--- src/ile_pkg.sv ---
// Package for the indexed list engine: payload structs, operation and status codes,
// controller states and the command/status bundles between controller and datapath.
// No dependencies.
`timescale 1ns / 1ps
package ile_pkg;

  localparam int CAPACITY    = 64;
  localparam int ADDR_W      = $clog2(CAPACITY);
  localparam int CNT_W       = $clog2(CAPACITY + 1);
  localparam int VALUE_WIDTH = 32;

  typedef enum logic [2:0] {
    ACT_INSERT    = 3'd0,
    ACT_REMOVE    = 3'd1,
    ACT_READ      = 3'd2,
    ACT_OVERWRITE = 3'd3,
    ACT_MEMBER    = 3'd4,
    ACT_COMPARE   = 3'd5,
    ACT_SWAP      = 3'd6,
    ACT_CLEAR     = 3'd7
  } action_t;

  typedef enum logic [2:0] {
    ST_OK     = 3'd0,
    ST_BADPOS = 3'd1,
    ST_EMPTY  = 3'd2,
    ST_SAME   = 3'd3,
    ST_FULL   = 3'd4
  } status_t;

  typedef struct packed {
    action_t                       action;
    logic signed [VALUE_WIDTH-1:0] item_value;
    logic [6:0]                    position;
    logic [5:0]                    other_position;
  } in_t;

  typedef struct packed {
    logic signed [VALUE_WIDTH-1:0] read_value;
    logic                          match;
    status_t                       status;
    logic [6:0]                    item_count;
  } out_t;

  typedef enum logic [3:0] {
    S_IDLE,
    S_CHECK,
    S_SHIFT_RD,
    S_SHIFT_WR,
    S_LOOK_RD,
    S_LOOK_CHK,
    S_SCAN_RD,
    S_SCAN_CHK,
    S_SW_A,
    S_SW_B,
    S_SW_C,
    S_SW_D,
    S_DONE
  } state_t;

  typedef enum logic [1:0] {
    RA_POS,
    RA_POS2,
    RA_IDX,
    RA_NEIGH
  } rsel_t;

  typedef enum logic [1:0] {
    WA_POS_VAL,
    WA_IDX_RD,
    WA_POS_RD,
    WA_POS2_TMP
  } wsel_t;

  typedef struct packed {
    logic  load_req;
    logic  start;
    logic  rd_en;
    rsel_t rsel;
    logic  wr_en;
    wsel_t wsel;
    logic  idx_step;
    logic  cnt_inc;
    logic  cnt_dec;
    logic  cnt_clr;
    logic  cap_tmp;
    logic  cap_look;
    logic  scan_chk;
    logic  out_load;
  } cmd_t;

  typedef struct packed {
    action_t act;
    logic    err;
    logic    idx_eq_pos;
    logic    idx_last;
    logic    idx_eq_cnt;
    logic    out_free;
  } stat_t;

endpackage

--- src/ile_ctrl.sv ---
// Controller state machine of the indexed list engine.
// Depends on ile_pkg; drives the command bundle of ile_dp.
`timescale 1ns / 1ps
module ile_ctrl (
  input  logic           clk,
  input  logic           rst_n,
  input  logic           in_valid,
  output logic           in_ready,
  input  ile_pkg::stat_t st,
  output ile_pkg::cmd_t  cmd
);
  import ile_pkg::*;

  state_t state_r, state_nxt;

  always_ff @(posedge clk) begin
    if (!rst_n) begin
      state_r <= S_IDLE;
    end else begin
      state_r <= state_nxt;
    end
  end

  always_comb begin
    state_nxt = state_r;
    cmd       = '0;
    in_ready  = 1'b0;
    case (state_r)
      S_IDLE: begin
        in_ready = 1'b1;
        if (in_valid) begin
          cmd.load_req = 1'b1;
          state_nxt    = S_CHECK;
        end
      end
      S_CHECK: begin
        cmd.start = 1'b1;
        if (st.err) begin
          state_nxt = S_DONE;
        end else begin
          case (st.act)
            ACT_INSERT, ACT_REMOVE: state_nxt = S_SHIFT_RD;
            ACT_READ, ACT_COMPARE:  state_nxt = S_LOOK_RD;
            ACT_OVERWRITE: begin
              cmd.wr_en = 1'b1;
              cmd.wsel  = WA_POS_VAL;
              state_nxt = S_DONE;
            end
            ACT_MEMBER: state_nxt = S_SCAN_RD;
            ACT_SWAP:   state_nxt = S_SW_A;
            default: begin
              cmd.cnt_clr = 1'b1;
              state_nxt   = S_DONE;
            end
          endcase
        end
      end
      S_SHIFT_RD: begin
        if (st.act == ACT_INSERT && st.idx_eq_pos) begin
          cmd.wr_en   = 1'b1;
          cmd.wsel    = WA_POS_VAL;
          cmd.cnt_inc = 1'b1;
          state_nxt   = S_DONE;
        end else if (st.act != ACT_INSERT && st.idx_last) begin
          cmd.cnt_dec = 1'b1;
          state_nxt   = S_DONE;
        end else begin
          cmd.rd_en = 1'b1;
          cmd.rsel  = RA_NEIGH;
          state_nxt = S_SHIFT_WR;
        end
      end
      S_SHIFT_WR: begin
        cmd.wr_en    = 1'b1;
        cmd.wsel     = WA_IDX_RD;
        cmd.idx_step = 1'b1;
        state_nxt    = S_SHIFT_RD;
      end
      S_LOOK_RD: begin
        cmd.rd_en = 1'b1;
        cmd.rsel  = RA_POS;
        state_nxt = S_LOOK_CHK;
      end
      S_LOOK_CHK: begin
        cmd.cap_look = 1'b1;
        state_nxt    = S_DONE;
      end
      S_SCAN_RD: begin
        if (st.idx_eq_cnt) begin
          state_nxt = S_DONE;
        end else begin
          cmd.rd_en    = 1'b1;
          cmd.rsel     = RA_IDX;
          cmd.idx_step = 1'b1;
          state_nxt    = S_SCAN_CHK;
        end
      end
      S_SCAN_CHK: begin
        cmd.scan_chk = 1'b1;
        state_nxt    = S_SCAN_RD;
      end
      S_SW_A: begin
        cmd.rd_en = 1'b1;
        cmd.rsel  = RA_POS;
        state_nxt = S_SW_B;
      end
      S_SW_B: begin
        cmd.rd_en   = 1'b1;
        cmd.rsel    = RA_POS2;
        cmd.cap_tmp = 1'b1;
        state_nxt   = S_SW_C;
      end
      S_SW_C: begin
        cmd.wr_en = 1'b1;
        cmd.wsel  = WA_POS_RD;
        state_nxt = S_SW_D;
      end
      S_SW_D: begin
        cmd.wr_en = 1'b1;
        cmd.wsel  = WA_POS2_TMP;
        state_nxt = S_DONE;
      end
      S_DONE: begin
        if (st.out_free) begin
          cmd.out_load = 1'b1;
          state_nxt    = S_IDLE;
        end
      end
      default: state_nxt = S_IDLE;
    endcase
  end

endmodule

--- src/ile_dp.sv ---
// Datapath of the indexed list engine: cell memory, count, request registers,
// walk index, checks and the result register. Depends on ile_pkg.
`timescale 1ns / 1ps
module ile_dp (
  input  logic           clk,
  input  logic           rst_n,
  input  ile_pkg::in_t   in_data,
  input  ile_pkg::cmd_t  cmd,
  output ile_pkg::stat_t st,
  output logic           out_valid,
  input  logic           out_ready,
  output ile_pkg::out_t  out_data
);
  import ile_pkg::*;

  logic signed [VALUE_WIDTH-1:0] mem [CAPACITY];
  logic signed [VALUE_WIDTH-1:0] rdata_r, tmp_r, rd_r;
  in_t                           req_r;
  logic [CNT_W-1:0]              count_r, idx_r;
  logic                          match_r, out_valid_r;
  status_t                       status_r, st_calc;
  out_t                          out_r;
  logic [ADDR_W-1:0]             raddr, waddr;
  logic signed [VALUE_WIDTH-1:0] wdata;
  logic [CNT_W-1:0]              neigh, pos2_ext;

  assign pos2_ext = CNT_W'(req_r.other_position);
  assign neigh    = (req_r.action == ACT_INSERT) ? idx_r - CNT_W'(1) : idx_r + CNT_W'(1);

  // Validity of the latched request against the current count.
  always_comb begin
    st_calc = ST_OK;
    case (req_r.action)
      ACT_INSERT: begin
        if (count_r >= CNT_W'(CAPACITY)) st_calc = ST_FULL;
        else if (req_r.position > count_r) st_calc = ST_BADPOS;
      end
      ACT_REMOVE, ACT_READ, ACT_OVERWRITE, ACT_COMPARE: begin
        if (count_r == '0) st_calc = ST_EMPTY;
        else if (req_r.position >= count_r) st_calc = ST_BADPOS;
      end
      ACT_SWAP: begin
        if (req_r.position >= count_r || pos2_ext >= count_r) st_calc = ST_BADPOS;
        else if (req_r.position == pos2_ext) st_calc = ST_SAME;
      end
      default: st_calc = ST_OK;
    endcase
  end

  always_comb begin
    case (cmd.rsel)
      RA_POS:  raddr = req_r.position[ADDR_W-1:0];
      RA_POS2: raddr = req_r.other_position[ADDR_W-1:0];
      RA_IDX:  raddr = idx_r[ADDR_W-1:0];
      default: raddr = neigh[ADDR_W-1:0];
    endcase
    case (cmd.wsel)
      WA_POS_VAL: begin
        waddr = req_r.position[ADDR_W-1:0];
        wdata = req_r.item_value;
      end
      WA_IDX_RD: begin
        waddr = idx_r[ADDR_W-1:0];
        wdata = rdata_r;
      end
      WA_POS_RD: begin
        waddr = req_r.position[ADDR_W-1:0];
        wdata = rdata_r;
      end
      default: begin
        waddr = req_r.other_position[ADDR_W-1:0];
        wdata = tmp_r;
      end
    endcase
  end

  always_ff @(posedge clk) begin
    if (cmd.wr_en) mem[waddr] <= wdata;
    if (cmd.rd_en) rdata_r <= mem[raddr];
  end

  always_ff @(posedge clk) begin
    if (cmd.load_req) begin
      req_r   <= in_data;
      rd_r    <= '0;
      match_r <= 1'b0;
    end
    if (cmd.start) begin
      status_r <= st_calc;
      case (req_r.action)
        ACT_INSERT: idx_r <= count_r;
        ACT_REMOVE: idx_r <= req_r.position;
        default:    idx_r <= '0;
      endcase
    end else if (cmd.idx_step) begin
      idx_r <= (req_r.action == ACT_INSERT) ? idx_r - CNT_W'(1) : idx_r + CNT_W'(1);
    end
    if (cmd.cap_tmp) tmp_r <= rdata_r;
    if (cmd.cap_look) begin
      if (req_r.action == ACT_READ) rd_r <= rdata_r;
      else match_r <= (rdata_r == req_r.item_value);
    end
    if (cmd.scan_chk && rdata_r == req_r.item_value) match_r <= 1'b1;
    if (cmd.out_load) begin
      out_r.read_value <= rd_r;
      out_r.match      <= match_r;
      out_r.status     <= status_r;
      out_r.item_count <= count_r;
    end
  end

  always_ff @(posedge clk) begin
    if (!rst_n) begin
      count_r     <= '0;
      out_valid_r <= 1'b0;
    end else begin
      if (cmd.cnt_clr) count_r <= '0;
      else if (cmd.cnt_inc) count_r <= count_r + CNT_W'(1);
      else if (cmd.cnt_dec) count_r <= count_r - CNT_W'(1);
      if (cmd.out_load) out_valid_r <= 1'b1;
      else if (out_ready) out_valid_r <= 1'b0;
    end
  end

  assign st.act        = req_r.action;
  assign st.err        = (st_calc != ST_OK);
  assign st.idx_eq_pos = (idx_r == req_r.position);
  assign st.idx_last   = ((idx_r + CNT_W'(1)) == count_r);
  assign st.idx_eq_cnt = (idx_r == count_r);
  assign st.out_free   = !out_valid_r || out_ready;

  assign out_valid = out_valid_r;
  assign out_data  = out_r;

endmodule

--- src/indexed_list_engine_unit.sv ---
// Top level of the indexed list engine: a bounded ordered list of values.
// Depends on ile_pkg, ile_ctrl and ile_dp.
`timescale 1ns / 1ps
// Usage
//   The input channel (in_valid / in_ready / in_data) carries one request: an
//   action, a value and one or two positions. Every request yields exactly one
//   result on the output channel (out_valid / out_ready / out_data) holding the
//   value read, a match flag, a status code and the item count afterward.
//   Requests are handled one at a time. The cells live in a single-port-write,
//   single-port-read memory with registered read data, so the cost is set by
//   that memory port:
//     clear, overwrite and any rejected request: no memory read before the result;
//     read and compare-at: one read of cell p; swap: two reads, then two writes;
//     insert at p: items from p upward each move up a cell, read then written;
//     remove at p: items above p move down; member test walks every held item.
//   A new request is accepted in the cycle after the previous result is loaded.
//   The result sits in an output register; while the receiver stalls, the next
//   request is still accepted and worked on, and only its final hand-off waits.
//   Reset (rst_n low, synchronous) empties the list and drops any pending
//   result; cell contents are not cleared, as only held cells are ever read.
module indexed_list_engine_unit (
  input  logic          clk,
  input  logic          rst_n,
  input  logic          in_valid,
  output logic          in_ready,
  input  ile_pkg::in_t  in_data,
  output logic          out_valid,
  input  logic          out_ready,
  output ile_pkg::out_t out_data
);
  import ile_pkg::*;

  // Commands from the controller and status flags back from the datapath.
  cmd_t  cmd;
  stat_t st;

  ile_ctrl u_ctrl (
    .clk      (clk),
    .rst_n    (rst_n),
    .in_valid (in_valid),
    .in_ready (in_ready),
    .st       (st),
    .cmd      (cmd)
  );

  ile_dp u_dp (
    .clk       (clk),
    .rst_n     (rst_n),
    .in_data   (in_data),
    .cmd       (cmd),
    .st        (st),
    .out_valid (out_valid),
    .out_ready (out_ready),
    .out_data  (out_data)
  );

endmodule
--- config.mk ---
export PLATFORM = sky130hd
export DESIGN_NAME = indexed_list_engine_unit
export DESIGN_NICKNAME = d
export VERILOG_FILES = /design/src/ile_pkg.sv /design/src/ile_ctrl.sv /design/src/ile_dp.sv /design/src/indexed_list_engine_unit.sv
export SDC_FILE = /design/constraint.sdc
export NUM_CORES = 2
export LEC_CHECK = 0
export BUFFER_PORTS_ARGS = -buffer_cell sky130_fd_sc_hd__buf_4
export CAP_MARGIN = 0
export CORE_MARGIN = 2
export CORE_UTILIZATION = 65
export DETAILED_ROUTE_END_ITERATION = 7
export GPL_TIMING_DRIVEN = 0
export PLACE_DENSITY = 0.82
export SLEW_MARGIN = 20
export SYNTH_ARGS = -nofsm -noshare
export SYNTH_HDL_FRONTEND = slang
export SYNTH_SLANG_ARGS = --single-unit
--- constraint.sdc ---
create_clock -name clk -period 13.21 [get_ports clk]
set_clock_uncertainty 0.15 [all_clocks]
set_input_delay 0.6605 -clock clk [delete_from_list [all_inputs] [get_ports clk]]
set_output_delay 0.6605 -clock clk [all_outputs]
set_load 0.01 [all_outputs]
==> results.json <==
{
  "tightestPinTransition_ns": 1.40,
  "rsz0062_at_grt": "no",
  "cts_max_level": 4,
  "placedCellCount": 7475,
  "crit_chain": "buf_2 > inv_1 > ha_1 > xor2_1 > nor3_1 > o211ai_1 > a31o_2 > nand2_1 > mux2_2 > buf_2 > clkbuf_1 > nand2_1 > clkbuf_1 > o22ai_1 > nor3_1 > nor3_1 > a41o_1",
  "drc": 0,
  "die_h_microns": 374,
  "vias": 55341,
  "slew_viol_final": 0,
  "area_growth_pct": 16.3,
  "yosysWarnings": 0,
  "dieArea_sq_mm": 0.140,
  "track_usage": 0.381,
  "layout_common_cells": "2213 x edfxtp_1, 744 x nand2_1, 633 x mux2i_1, 272 x nand3_1, 235 x clkbuf_1",
  "ys_seq_area_frac": 0.755,
  "wl_per_cell_microns": 33.8,
  "row_count": 135,
  "numCtsBuffers": 208,
  "path_max_fanout": 10,
  "pin_count": 97,
  "cp-end-kind": "register",
  "clkSinkCount": 2258,
  "crit_path_max_incr_delay_ns": 0.96,
  "viasPerCell": 7.00,
  "async_reset_ff_frac": 0,
  "synthDistinctLibCells": 74,
  "fin_crit_ns": 6.63,
  "cp_data_arrival_time_ns": 7.08,
  "cts_setup_buffers": 0,
  "hold_viol": 0,
  "die_w_microns": 374,
  "clkSlewWorstSetupHoldPaths_ns": 0.06,
  "grt_antenna_before_repair": 10,
  "p_leak_nw": 35.6,
  "syn_area_per_cell_sq_um": 16.4,
  "grt_max_degree": 42,
  "port_buffers": 96,
  "drive_gt1_frac": 0.148,
  "slew-limit-headroom": 0.0563,
  "finish.utilization": 0.764,
  "holdWs_ns": 0.0462,
  "vdd_ir_drop_max_mv": 0.170,
  "grt_pass1_vias": 54100,
  "final_common_cell": "edfxtp_1",
  "nets": 6029,
  "insertion_delay_ns": 0.88,
  "synth_edf_count": 2213,
  "root_buffer": "clkbuf_16",
  "fin_cells": 7902,
  "fin_crit_sh": 0.502,
  "synthesis.nets": 5512,
  "start_util": 0.657,
  "cp_slowest_cell": "nor3_1",
  "crit_type": "register to register",
  "gr-total-overflow": 0,
  "dr.pass1.iters": 7,
  "clk_path_buf_depth": 3,
  "crit_top_cell": "nor3_1",
  "fmax_mhz": 151,
  "crit_family": "simple AND/OR/NAND/NOR gates",
  "dp_hpwl_mm": 177,
  "maxCapViolCount": 0,
  "power_density_mw_per_mm2": 232,
  "crit_required_ns": 13.66,
  "grt_pass1_wl_mm": 377,
  "drt_iter0_markers": 9119,
  "tns_ns": 0,
  "hp-class": "input pin to register",
  "routed_wl_mm": 267,
  "setup_viol": 0,
  "antenna_left": 0,
  "cp_num_buf_inv": 5,
  "place_congestion": 0.997,
  "tritoncts": "built",
  "num-fill-cells": 6934,
  "synthCells": 5437,
  "ys.flop_type": "edfxtp_1",
  "start_kind": "register",
  "synth_area_sq_mm": 0.0892,
  "coreArea_sq_mm": 0.136,
  "status": "finished clean",
  "ys_seq_elements": 2258
}
[final timing paths]
check	from	endpoint	slack [ns]	depth (start not counted)
setup / recovery	u_dp.idx_r[0]	u_dp.rdata_r[26]	6.58	17
hold / removal	in_valid	u_ctrl.state_r[0]	0.05	4
hold reg to reg	u_dp.status_r[0]	u_dp.out_data[7]	0.28	0
setup reg to reg	u_dp.idx_r[0]	u_dp.rdata_r[26]	6.58	17
[logic make-up after synthesis]
kind of cell | share of synthesized area
adder cells (fa/ha/maj) | 0.00331
AO/OA/AOI/OAI | 0.0524
multiplexers | 0.104
buffers and inverters | 0.0163
flip-flops | 0.755
AND/OR/NAND/NOR | 0.0623
XOR/XNOR | 0.00707
[timing repair]
item / CTS / global route
hold endpoints to repair: 52 / 0
hold buffers: 50 / 0
resized for setup: 0 / 0
[state kept, by name (all words and copies together), names as in the netlist, 6 cells and up]
register       cells
u_dp.mem        2048
u_dp.out_data     43
u_dp.req_r        39
u_dp.rd_r         32
u_dp.rdata_r      32
u_dp.tmp_r        32
u_dp.count_r       7
u_dp.idx_r         7
u_dp.pos2_ext      6
[power by group]
group / internal (mW) / switching (mW)
clock: 3.14 / 2.63
combinational: 2.84 / 6.32
sequential: 8.91 / 0.197
total: 14.9 / 9.15
[through the flow]
step	worst slack, ns	total power, mW	area [sq um]
floorplan	8.67	13.7	89200
global placement	4.57	17.0	92200
detailed placement	7.04	17.8	96800
CTS	6.93	23.5	104000
global route	6.60	24.4	104000
finish	6.58	24.0	104000
[worst reg2reg max path, cell delays in order, from the launching register on]
cell	delay (ns)
edfxtp_1	0.35
buf_2	0.26
inv_1	0.15
ha_1	0.36
xor2_1	0.17
nor3_1	0.19
o211ai_1	0.12
a31o_2	0.29
nand2_1	0.11
mux2_2	0.41
buf_2	0.28
clkbuf_1	0.48
nand2_1	0.54
clkbuf_1	0.59
o22ai_1	0.24
nor3_1	0.96
nor3_1	0.34
a41o_1	0.36
[cell type report]
class	instances	area [sq um]	area share
inverter	25	93.8	0.000904
tap	1781	2230	0.0215
buffer	309	1370	0.0132
antenna	5	12.5	0.000121
multi-input combinational	2845	21500	0.207
clock buffer	265	5420	0.0522
clock inverter	107	978	0.00943
sequential	2258	67400	0.649
timing repair buffer	307	4830	0.0466
[routing by layer]
layer / wire length [microns] / GRT usage
met4: 22800 / 0.279
met2: 120000 / 0.565
met5: 68 / 0
met1: 87700 / 0.479
met3: 37000 / 0.117
[cell usage after synthesis, types with 10 or more instances]
cell,n,area [sq um]
buf_4,17,128
buf_2,78,390
a21o_1,45,338
nor2_1,163,612
nor3_1,73,365
o21ai_0,53,265
a22oi_1,36,270
mux4_2,125,2820
a21oi_1,151,756
a22o_1,31,272
nand3_1,272,1360
mux2i_1,635,6360
edfxtp_1,2213,66500
nand4_1,10,62.6
nor4_1,10,62.6
o21ai_1,30,150
a21boi_0,33,248
xor2_1,36,315
a2111oi_0,31,272
a211oi_1,38,285
a41o_1,30,300
a221oi_1,42,368
nand2_1,744,2790
inv_1,23,86.3
o22ai_1,63,394
dfxtp_1,45,901
buf_1,26,97.6
a32o_1,30,300
xnor2_1,36,315
ha_1,22,275
clkbuf_1,183,687
No activity file was read; power rests on OpenSTA's default activity.
